## src/rtl/assert_macros.svh

```systemverilog
// Assertion macros shared by the RTL files of the key press classifier.
`ifndef ASSERT_MACROS_SVH
`define ASSERT_MACROS_SVH

`ifndef SYNTHESIS

// Check prop at every rising clock edge outside reset.
`define ASSERT_CLKD(label, clk, rst_n, prop, msg) \
    label: assert property (@(posedge clk) disable iff (!rst_n) prop) else $error(msg);

// Check prop at every rising clock edge, reset included.
`define ASSERT_ALWAYS(label, clk, prop, msg) \
    label: assert property (@(posedge clk) prop) else $error(msg);

`else

`define ASSERT_CLKD(label, clk, rst_n, prop, msg)
`define ASSERT_ALWAYS(label, clk, prop, msg)

`endif

`endif

```

## src/rtl/tkpc_pkg.sv

```systemverilog
// Package with types and constants of the three key press classifier.
package tkpc_pkg;

    localparam int NUM_KEYS  = 3;
    localparam int KEY_MINUS = 0;
    localparam int KEY_PLUS  = 1;
    localparam int KEY_START = 2;

    localparam int CFG_W     = 16;
    localparam int CFG_IDX_W = 3;
    localparam int DT_W      = 4;
    localparam int SPEED_W   = 16;

    // Register indexes on the configuration port.
    localparam logic [CFG_IDX_W-1:0] CFG_SHORT_MIN  = 3'd0;
    localparam logic [CFG_IDX_W-1:0] CFG_LONG_MIN   = 3'd1;
    localparam logic [CFG_IDX_W-1:0] CFG_LONG_MAX   = 3'd2;
    localparam logic [CFG_IDX_W-1:0] CFG_SPEED_STEP = 3'd3;
    localparam logic [CFG_IDX_W-1:0] CFG_SPEED_MIN  = 3'd4;
    localparam logic [CFG_IDX_W-1:0] CFG_SPEED_MAX  = 3'd5;

    // Register values after reset.
    localparam logic [CFG_W-1:0] RST_SHORT_MIN  = 16'd5;
    localparam logic [CFG_W-1:0] RST_LONG_MIN   = 16'd150;
    localparam logic [CFG_W-1:0] RST_LONG_MAX   = 16'd300;
    localparam logic [CFG_W-1:0] RST_SPEED_STEP = 16'd100;
    localparam logic [CFG_W-1:0] RST_SPEED_MIN  = 16'd0;
    localparam logic [CFG_W-1:0] RST_SPEED_MAX  = 16'hFFFF;

    localparam int IN_TDATA_W  = 8;
    localparam int OUT_TDATA_W = 24;

    typedef struct packed {
        logic [CFG_W-1:0] short_min;
        logic [CFG_W-1:0] long_min;
        logic [CFG_W-1:0] long_max;
    } timing_cfg_t;

    typedef struct packed {
        logic [CFG_W-1:0] step;
        logic [CFG_W-1:0] lo;
        logic [CFG_W-1:0] hi;
    } speed_cfg_t;

    typedef struct packed {
        logic click;
        logic long_press;
    } key_event_t;

    // Packed so that speed_setting lands in the lowest bits.
    typedef struct packed {
        logic               setting_changed;
        logic               beep_pulse;
        logic               run_active;
        logic [SPEED_W-1:0] speed_setting;
    } result_t;

    localparam int RESULT_W  = $bits(result_t);
    localparam int OUT_PAD_W = OUT_TDATA_W - RESULT_W;

endpackage

```

## src/rtl/tkpc_lane.sv

```systemverilog
// One key lane: press timer, press and long press flags, event detection.
`include "assert_macros.svh"

module tkpc_lane
    import tkpc_pkg::*;
#(
    parameter int TIMER_WIDTH = 16
) (
    input  logic                aclk,
    input  logic                aresetn,
    input  logic                en,
    input  logic                key_level,
    input  logic [DT_W-1:0]     dt,
    input  timing_cfg_t         tcfg,
    output key_event_t          ev
);

    localparam int CMP_W = (TIMER_WIDTH > CFG_W) ? TIMER_WIDTH : CFG_W;

    logic [TIMER_WIDTH-1:0] timer_reg, timer_next;
    logic                   seen_reg, seen_next;
    logic                   long_reg, long_next;

    logic [TIMER_WIDTH:0]   sum;
    logic [TIMER_WIDTH-1:0] timer_upd;
    logic                   counting;
    logic                   seen_upd;
    logic [CMP_W-1:0]       t_ext;
    logic [CMP_W-1:0]       smin_ext, lmin_ext, lmax_ext;

    always_comb begin
        counting  = key_level && !long_reg;
        sum       = {1'b0, timer_reg} + (TIMER_WIDTH+1)'(dt);
        timer_upd = timer_reg;
        if (counting) begin
            timer_upd = sum[TIMER_WIDTH] ? '1 : sum[TIMER_WIDTH-1:0];
        end
        seen_upd = seen_reg || counting;
        t_ext    = CMP_W'(timer_upd);
        smin_ext = CMP_W'(tcfg.short_min);
        lmin_ext = CMP_W'(tcfg.long_min);
        lmax_ext = CMP_W'(tcfg.long_max);

        ev.click      = seen_upd && !key_level && (t_ext > smin_ext) && (t_ext < lmin_ext);
        ev.long_press = seen_upd && key_level && !long_reg
                        && (t_ext > lmin_ext) && (t_ext < lmax_ext);

        if (seen_upd && !key_level) begin
            timer_next = '0;
            seen_next  = 1'b0;
            long_next  = 1'b0;
        end else begin
            timer_next = timer_upd;
            seen_next  = seen_upd;
            long_next  = long_reg || ev.long_press;
        end
    end

    always_ff @(posedge aclk) begin
        if (!aresetn) begin
            timer_reg <= '0;
            seen_reg  <= 1'b0;
            long_reg  <= 1'b0;
        end else if (en) begin
            timer_reg <= timer_next;
            seen_reg  <= seen_next;
            long_reg  <= long_next;
        end
    end

    `ASSERT_CLKD(a_long_needs_press, aclk, aresetn, long_reg |-> seen_reg, "long press flag without press")
    `ASSERT_CLKD(a_event_excl, aclk, aresetn, !(ev.click && ev.long_press), "click and long press together")
    `ASSERT_CLKD(a_timer_frozen, aclk, aresetn, $past(aresetn && en && long_reg && key_level) |-> (timer_reg == $past(timer_reg)), "timer moved after long press")

endmodule

```

## src/rtl/tkpc_merge.sv

```systemverilog
// Merge stage: combine lane events into speed setpoint, run flag and pulses.
module tkpc_merge
    import tkpc_pkg::*;
(
    input  logic                 aclk,
    input  logic                 aresetn,
    input  logic                 en,
    input  key_event_t [NUM_KEYS-1:0] ev,
    input  speed_cfg_t           scfg,
    output result_t              res
);

    logic [SPEED_W-1:0] speed_reg, speed_next;
    logic               run_reg, run_next;
    logic [SPEED_W-1:0] speed_dec;
    logic [SPEED_W-1:0] speed_a;
    logic [SPEED_W:0]   speed_sum;

    always_comb begin
        // Minus first, floor only.
        speed_dec = speed_reg - scfg.step;
        speed_a   = speed_reg;
        if (ev[KEY_MINUS].click) begin
            if ((speed_reg < scfg.step) || (speed_dec < scfg.lo)) begin
                speed_a = scfg.lo;
            end else begin
                speed_a = speed_dec;
            end
        end
        // Plus on the result of minus, ceiling only.
        speed_sum  = {1'b0, speed_a} + {1'b0, scfg.step};
        speed_next = speed_a;
        if (ev[KEY_PLUS].click) begin
            speed_next = (speed_sum > {1'b0, scfg.hi}) ? scfg.hi : speed_sum[SPEED_W-1:0];
        end
        run_next = run_reg ^ ev[KEY_START].click;

        res.speed_setting   = speed_next;
        res.run_active      = run_next;
        res.beep_pulse      = |ev;
        res.setting_changed = ev[KEY_MINUS].click || ev[KEY_PLUS].click;
    end

    always_ff @(posedge aclk) begin
        if (!aresetn) begin
            speed_reg <= '0;
            run_reg   <= 1'b0;
        end else if (en) begin
            speed_reg <= speed_next;
            run_reg   <= run_next;
        end
    end

endmodule

```

## src/rtl/three_key_press_classifier.sv

```systemverilog
// Top level of the three key press classifier: lanes, merge and output buffer.
//
// Usage: each word on the s_ channel is one scan tick with the minus, plus
// and start key levels and the ticks elapsed since the last scan. Each
// accepted word yields exactly one result word on the m_ channel carrying
// the speed setpoint, the run flag, a beep pulse and a setting change pulse.
// Three key lanes evaluate their press timers side by side in the cycle the
// word is accepted; the merge stage applies minus, then plus, then start.
// An accepted word's result is registered in the output register, or in the
// skid register while the output stalls. Throughput: one word per cycle
// while skid is free; lane compare and the merge clamp are combinational.
// Backpressure: an output register and a one-word skid register sit behind
// the merge stage, so s_tready stays high while one result waits for the
// receiver and drops only when both hold words.
// Reset (aresetn low, synchronous): timers, flags, speed and run clear, the
// configuration registers return to their defaults, both buffers empty.
// Configuration: cfg_we writes cfg_wdata into register cfg_index; indexes
// past the last register are ignored. Write only while the block is idle.
`include "assert_macros.svh"

module three_key_press_classifier
    import tkpc_pkg::*;
#(
    parameter int TIMER_WIDTH = 16
) (
    input  logic                   aclk,
    input  logic                   aresetn,
    // Input scan words
    input  logic                   s_tvalid,
    output logic                   s_tready,
    // [0] minus_down, [1] plus_down, [2] start_down, [6:3] elapsed_ticks, [7] zero
    input  logic [IN_TDATA_W-1:0]  s_tdata,
    // Result words
    output logic                   m_tvalid,
    input  logic                   m_tready,
    // [15:0] speed_setting, [16] run_active, [17] beep_pulse,
    // [18] setting_changed, [23:19] zero
    output logic [OUT_TDATA_W-1:0] m_tdata,
    // Configuration writes
    input  logic                   cfg_we,
    input  logic [CFG_IDX_W-1:0]   cfg_index,
    input  logic [CFG_W-1:0]       cfg_wdata
);

    logic [CFG_W-1:0] short_min_reg, long_min_reg, long_max_reg;
    logic [CFG_W-1:0] step_reg, speed_min_reg, speed_max_reg;

    timing_cfg_t tcfg;
    speed_cfg_t  scfg;

    logic                  push;
    logic                  pop;
    logic [NUM_KEYS-1:0]   keys;
    logic [DT_W-1:0]       dt;
    key_event_t [NUM_KEYS-1:0] ev;
    result_t               res;

    logic    out_valid_reg, out_valid_next;
    result_t out_data_reg, out_data_next;
    logic    skid_valid_reg, skid_valid_next;
    result_t skid_data_reg, skid_data_next;

    // Configuration registers
    always_ff @(posedge aclk) begin
        if (!aresetn) begin
            short_min_reg <= RST_SHORT_MIN;
            long_min_reg  <= RST_LONG_MIN;
            long_max_reg  <= RST_LONG_MAX;
            step_reg      <= RST_SPEED_STEP;
            speed_min_reg <= RST_SPEED_MIN;
            speed_max_reg <= RST_SPEED_MAX;
        end else if (cfg_we) begin
            unique case (cfg_index)
                CFG_SHORT_MIN:  short_min_reg <= cfg_wdata;
                CFG_LONG_MIN:   long_min_reg  <= cfg_wdata;
                CFG_LONG_MAX:   long_max_reg  <= cfg_wdata;
                CFG_SPEED_STEP: step_reg      <= cfg_wdata;
                CFG_SPEED_MIN:  speed_min_reg <= cfg_wdata;
                CFG_SPEED_MAX:  speed_max_reg <= cfg_wdata;
                default: ;  // drop writes to unknown indexes
            endcase
        end
    end

    assign tcfg.short_min = short_min_reg;
    assign tcfg.long_min  = long_min_reg;
    assign tcfg.long_max  = long_max_reg;
    assign scfg.step      = step_reg;
    assign scfg.lo        = speed_min_reg;
    assign scfg.hi        = speed_max_reg;

    // Unpack the scan word
    assign keys = s_tdata[NUM_KEYS-1:0];
    assign dt   = s_tdata[NUM_KEYS +: DT_W];

    // Accept whenever the skid register is free
    assign s_tready = !skid_valid_reg;
    assign push     = s_tvalid && s_tready;
    assign pop      = out_valid_reg && m_tready;

    // One lane per key
    for (genvar k = 0; k < NUM_KEYS; k++) begin : g_lane
        tkpc_lane #(
            .TIMER_WIDTH (TIMER_WIDTH)
        ) u_lane (
            .aclk      (aclk),
            .aresetn   (aresetn),
            .en        (push),
            .key_level (keys[k]),
            .dt        (dt),
            .tcfg      (tcfg),
            .ev        (ev[k])
        );
    end

    tkpc_merge u_merge (
        .aclk    (aclk),
        .aresetn (aresetn),
        .en      (push),
        .ev      (ev),
        .scfg    (scfg),
        .res     (res)
    );

    // Output register plus skid: refill the output from skid first, then from
    // the merge stage; park a new word in skid while the output is stalled.
    always_comb begin
        out_valid_next  = out_valid_reg;
        out_data_next   = out_data_reg;
        skid_valid_next = skid_valid_reg;
        skid_data_next  = skid_data_reg;
        if (!out_valid_reg || pop) begin
            if (skid_valid_reg) begin
                out_valid_next  = 1'b1;
                out_data_next   = skid_data_reg;
                skid_valid_next = 1'b0;
            end else begin
                out_valid_next  = push;
                out_data_next   = res;
            end
        end else if (push) begin
            skid_valid_next = 1'b1;
            skid_data_next  = res;
        end
    end

    always_ff @(posedge aclk) begin
        if (!aresetn) begin
            out_valid_reg  <= 1'b0;
            skid_valid_reg <= 1'b0;
        end else begin
            out_valid_reg  <= out_valid_next;
            skid_valid_reg <= skid_valid_next;
        end
    end

    always_ff @(posedge aclk) begin
        out_data_reg  <= out_data_next;
        skid_data_reg <= skid_data_next;
    end

    assign m_tvalid = out_valid_reg;
    assign m_tdata  = {{OUT_PAD_W{1'b0}}, out_data_reg};

    `ASSERT_CLKD(a_skid_behind_out, aclk, aresetn, skid_valid_reg |-> out_valid_reg, "skid word with empty output")
    `ASSERT_CLKD(a_change_beeps, aclk, aresetn, (out_valid_reg && out_data_reg.setting_changed) |-> out_data_reg.beep_pulse, "setting change without beep")
    `ASSERT_ALWAYS(a_reset_empty, aclk, !aresetn |=> (!m_tvalid && s_tready), "buffers not empty after reset")

endmodule

```

## config.mk

```make
export PLATFORM = sky130hd
export DESIGN_NAME = three_key_press_classifier
export DESIGN_NICKNAME = d
export VERILOG_FILES = /design/src/rtl/tkpc_pkg.sv /design/src/rtl/tkpc_lane.sv /design/src/rtl/tkpc_merge.sv /design/src/rtl/three_key_press_classifier.sv
export VERILOG_INCLUDE_DIRS = /design/src /design/src/rtl
export SDC_FILE = /design/constraint.sdc
export NUM_CORES = 1
export LEC_CHECK = 0
export BUFFER_PORTS_ARGS = -buffer_cell sky130_fd_sc_hd__clkbuf_2
export CAP_MARGIN = 20
export CORE_ASPECT_RATIO = 0.9
export CORE_MARGIN = 5
export CORE_UTILIZATION = 41
export CTS_CLUSTER_SIZE = 40
export DETAILED_ROUTE_END_ITERATION = 6
export SYNTH_ARGS = -nofsm -noshare
export SYNTH_HDL_FRONTEND = slang
export SYNTH_HIERARCHICAL = 1
export SYNTH_SLANG_ARGS = --single-unit
export TNS_END_PERCENT = 100
```

## constraint.sdc

```tcl
create_clock -name aclk -period 22.9 [get_ports aclk]
set_input_delay 4.58 -clock aclk [delete_from_list [all_inputs] [get_ports aclk]]
set_output_delay 4.58 -clock aclk [all_outputs]
set_load 0.03 [all_outputs]
```

# [Yosys cells after proc, flatten, opt, wreduce, memory -nomap -nowiden]
# Index checks and enable logic that the tools add are counted.
[classes] addsub=5 n_mul=0 n_div=0 order_cmp=15 n_eq_ne=5 shifts=0 mux=21 bitwise=3 n_reduce_logical=53
[op_table] op="two-way mux 16 bit" count=13
[op_table] op="< comparator 16 bit" count=8
[op_table] op="> comparator 16 bit" count=6
[op_table] op="adder 16 x 4 -> 17 bit" count=3
[op_table] op="logical AND 1 bit" count=26
[op_table] op="two-way mux 19 bit" count=1
[op_table] op="adder 16 x 16 -> 17 bit" count=1
[op_table] op="> comparator 17 x 16 -> 1 bit" count=1
[op_table] op="subtractor 16 bit" count=1
[op_table] op="AND reduction 2 bit" count=7
[op_table] op="logical OR 1 bit" count=9
[op_table] op="logical NOT 1 bit" count=8
[op_table] op="two-way mux 1 bit" count=7
[op_table] op="equality test 3 x 2 -> 1 bit (second input constant)" count=2
[op_table] op="equality test 3 bit (second input constant)" count=2
[op_table] op="OR reduction 6 bit" count=1
[op_table] op="equality test 3 x 1 -> 1 bit (second input constant)" count=1
[op_table] op="logical NOT 3 bit" count=1
[op_table] op="inverter 1 bit" count=2
[op_table] op="OR reduction 2 bit" count=1
[op_table] op="XOR 1 bit" count=1
[word_totals] reg_bits=207 latch_bits=0 ramBits=0 romBits=0 input_bits=32 out_inout_bits=26 wordCells=129 mem_count=0

# [Depth between registers and ports, before layout]
[logic_depth] word_depth=12 mapped_depth=41

# [Modules after synthesis]
# The synthesis kept the hierarchy.
[modules_own_cells] module="three_key_press_classifier" n_inst=1 cells_per_inst=427 area_per_inst_um2=5170.0 seq_area_each_um2=3103.0
[modules_own_cells] module="tkpc_merge" n_inst=1 cells_per_inst=552 area_per_inst_um2=3915.0 seq_area_each_um2=340.3
[modules_own_cells] module="tkpc_lane at g_lane[1].u_lane" n_inst=1 cells_per_inst=332 area_per_inst_um2=2565.0 seq_area_each_um2=360.3
[modules_own_cells] module="tkpc_lane at g_lane[0].u_lane" n_inst=1 cells_per_inst=335 area_per_inst_um2=2557.5 seq_area_each_um2=360.3
[modules_own_cells] module="tkpc_lane at g_lane[2].u_lane" n_inst=1 cells_per_inst=323 area_per_inst_um2=2532.4 seq_area_each_um2=360.3

# [Worst setup path after synthesis]
# Ideal clock, no wire load.
[synth_path] path_kind="input -> register" from="input s_tdata[3]" to="register out_data_reg, in the netlist m_tdata[11] (data pin)" setup_time_ns=0.260 arrival_ns=12.071 t_required_ns=22.640 setup_slack_ns=10.569 cell_stages=39 path_buffers=6 path_cell_list="ha_1 -> fa_1 -> nand3_1 -> and2_1 -> clkbuf_1 -> nor2_1 -> nor3_1 -> a31oi_1 -> ha_1 -> a211oi_1 -> o211ai_1 -> a221oi_1 -> o21ai_0 -> a311oi_1 -> clkbuf_1 -> clkbuf_1 -> clkbuf_1 -> nor2_1 -> (+3 left out) -> fa_1 -> nor2b_1 -> o211ai_1 -> a21o_1 -> o31ai_1 -> a21oi_1 -> xnor2_1 -> ha_1 -> nand4_1 -> nor4_1 -> nand3_1 -> a21oi_1 -> o22a_1 -> clkbuf_1 -> buf_1 -> o211ai_1 -> and3_1 -> mux2_2"
[synth_lines] item="from (decl)" line_no="three_key_press_classifier.sv:32" text="input logic [IN_TDATA_W-1:0] s_tdata,"
[synth_lines] item="to (signal assigned)" line_no="three_key_press_classifier.sv:158" text="out_data_reg <= out_data_next;"
[synth_lines] item="to (decl)" line_no="three_key_press_classifier.sv:59" text="result_t out_data_reg, out_data_next;"

==> impl_metrics.ini <==
[yosys]
synth-async-reset-ratio_pct = 0
syn_area_sq_mm = 0.0167
seq_area_frac_synth_pct = 27.0
yosysTopAreaCell = dfxtp_1
synth_top_area_share_pct = 20.2
ys_types = 109
synth.ff_latch_count = 207
netlist_top_cells_area = dfxtp_1 20%, ha_1 16%, edfxtp_1 6.8%
synth_warnings = 6
synth_edf_count = 38
syn_area_per_cell_sq_um = 8.50
synthCells = 1969
yosys_most_used_dff = dfxtp_1

[worst_hold_path]
hold_class = register to register
hold_depth = 2
min_to = speed_min_reg[8]
hold_start = speed_min_reg[8]

[grt]
antenna_found_initial = 1
first_global_vias = 13804
track_usage_pct = 21.7
grt_pass1_wl_mm = 78.6
grt_max_degree = 75
overflow = 0

[clocking]
cts_inserted_buffers = 26
ctsResizeCount = 0
clock-root-buffer = clkbuf_16
post_cts_buffers = 0
clock_sinks = 207
htree_levels = 1
clk_pin_slew_ps = 60
hold_buffers = 0
clock_path_buffers = 3
insertion_delay_ps = 570
cts_tree = done

[final_layout]
ff_latch_area_sq_mm = 0.00452
multi_input_area_sq_mm = 0.0110
nFillCells = 4014
stdcell_count = 2542
drive_gt1_share_pct = 9.45
area_delta_synth_final_pct = 9.00
final_common_cell = inv_1
design_area_sq_mm = 0.0182
largest_reg_flops = 48
finalNetCount = 2234
layout_common_cells = 225 x inv_1, 216 x ha_1, 190 x nand2_1

[setup_path]
crit_slowest_cell = o21bai_1
critPathLaunchType = input port
crit_type = input port to register
r2r_setup_slack_ps = 12980
slowest_delay_ps = 780
path_common_cell = ha_1
worstPathMaxFanout = 34
worstReg2RegStart = g_lane[0].u_lane/timer_reg[0]
r2r_cells = 33
setup.worst_path.end_class = register
worst_ep_required_time_ps = 23190
timing.rr.end = m_tdata[12]
arrival_ps = 14100

[timing]
timing.fmax_ghz = 0.0724
post-route-period-util_pct = 60.3
slew_headroom_pct = 28.7
rsz0062_at_grt = false
worst_pin_slew_ps = 1070
fin_worst_skew_ps = 38.1
setup_viol = 0
hold_viol_final = 0
setup-tns-final_ps = 0
period_minus_slack_ps = 13810
worst_hold_slack_ps = 458
drv_slew = 0

[routing]
ant_nets = 0
drt_iter0_drc = 1104
dr.pass1.iters = 5
dr_total_vias = 14515
wl_per_cell_um = 19.7
route.detailed.drc = 0
wl_mm = 50.2
routed_via_density = 5.71

[status]
outcome = finished, final reports clean

[floorplanning]
ios = 58
dieHeight_um = 202
start_util_pct = 41.4
dieArea_sq_mm = 0.0450
core_sq_mm = 0.0405
num_rows = 70
chipWidth_um = 223

[power]
leakagePower_nw = 8.32
power_density_mw_per_mm2 = 56.4
p_total_w = 0.00103
ir_drop_v = 0.0000505

[placement]
place_congestion = 0.939
place_inst = 2493
postPlaceCellArea_sq_mm = 0.0174
portBuffers = 51
place_hpwl_mm = 38.7

[job]
drv_cap = 0
==> stage by stage <==
| stage | setup slack, ps | utilization (%) |
|---|---|---|
| 2_1_floorplan | 10570 | - |
| 3_3_place_gp | 8770 | 43.0 |
| 3_5_place_dp | 8660 | 43.0 |
| 4_1_cts | 9220 | 45.1 |
| 5_1_grt | 8310 | 45.1 |
| 6_report | 9090 | 45.1 |
==> report_power, final <==
part	leakage, nW	switching (W)	total (W)	internal (W)
Sequential	1.77	0.0000123	0.000399	0.000387
Combinational	6.14	0.000141	0.000224	0.0000824
Clock	0.411	0.000169	0.000407	0.000238
==> critical path: cells and delay by family <==
kind	cells	cell delay [ps]
AOI/OAI and AO/OA	19	5890
buffers and inverters	4	1180
muxes	1	270
and+or+nand+nor	5	620
adders and majority gates	4	1330
xor gates and xnor gates	1	190
==> kinds of logic after synthesis <==
logic type | Yosys count | share of synthesized area [%]
adders and majority gates | 221 | 16.7
and+or+nand+nor | 570 | 17.9
other | 1 | 0.0224
DFF | 207 | 27.0
buffers and inverters | 310 | 7.70
xor gates and xnor gates | 41 | 2.15
muxes | 140 | 8.70
AOI/OAI and AO/OA | 479 | 19.7
==> Yosys cell counts, types with 22 or more instances <==
| master | number |
|---|---|
| nor2b_1 | 69 |
| nand3_1 | 37 |
| inv_1 | 225 |
| clkbuf_1 | 45 |
| a21oi_1 | 133 |
| nor3_1 | 22 |
| o21a_1 | 33 |
| a31oi_1 | 24 |
| mux2_2 | 27 |
| ha_1 | 216 |
| edfxtp_1 | 38 |
| and3_1 | 29 |
| nand4_1 | 43 |
| dfxtp_1 | 169 |
| o211ai_1 | 24 |
| a21o_1 | 38 |
| nor2_1 | 74 |
| and2_1 | 24 |
| nand2_1 | 190 |
| mux2i_1 | 108 |
| o21ai_0 | 59 |
==> layout make-up <==
class / count / share of cell area [%]
Clock buffer: 37 / 4.07
Sequential cell: 207 / 24.8
Inverter: 226 / 4.65
Timing Repair Buffer: 64 / 1.95
Antenna cell: 1 / 0.0137
Tap cell: 540 / 3.70
Multi-Input combinational cell: 1456 / 60.2
Clock inverter: 11 / 0.610
==> worst max-delay path by stage <==
stage | from | end | slack, ps
after floorplan | s_tdata[3] | m_tdata[11] | 10570
after global placement | s_tdata[4] | m_tdata[12] | 8770
after detailed placement | s_tdata[4] | m_tdata[12] | 8660
after CTS | s_tdata[4] | m_tdata[12] | 9220
after global routing | s_tdata[4] | m_tdata[12] | 8310
final | s_tdata[4] | m_tdata[12] | 9090
==> metal layers <==
metal	GRT usage [%]	vias up	wire, um
met3	3.22	67	3330
met2	33.3	427	21500
li1	-	7116	-
met1	32.0	6905	24100
met5	0	-	0
met4	5.56	0	1300
(Power assumes the default switching activity.)
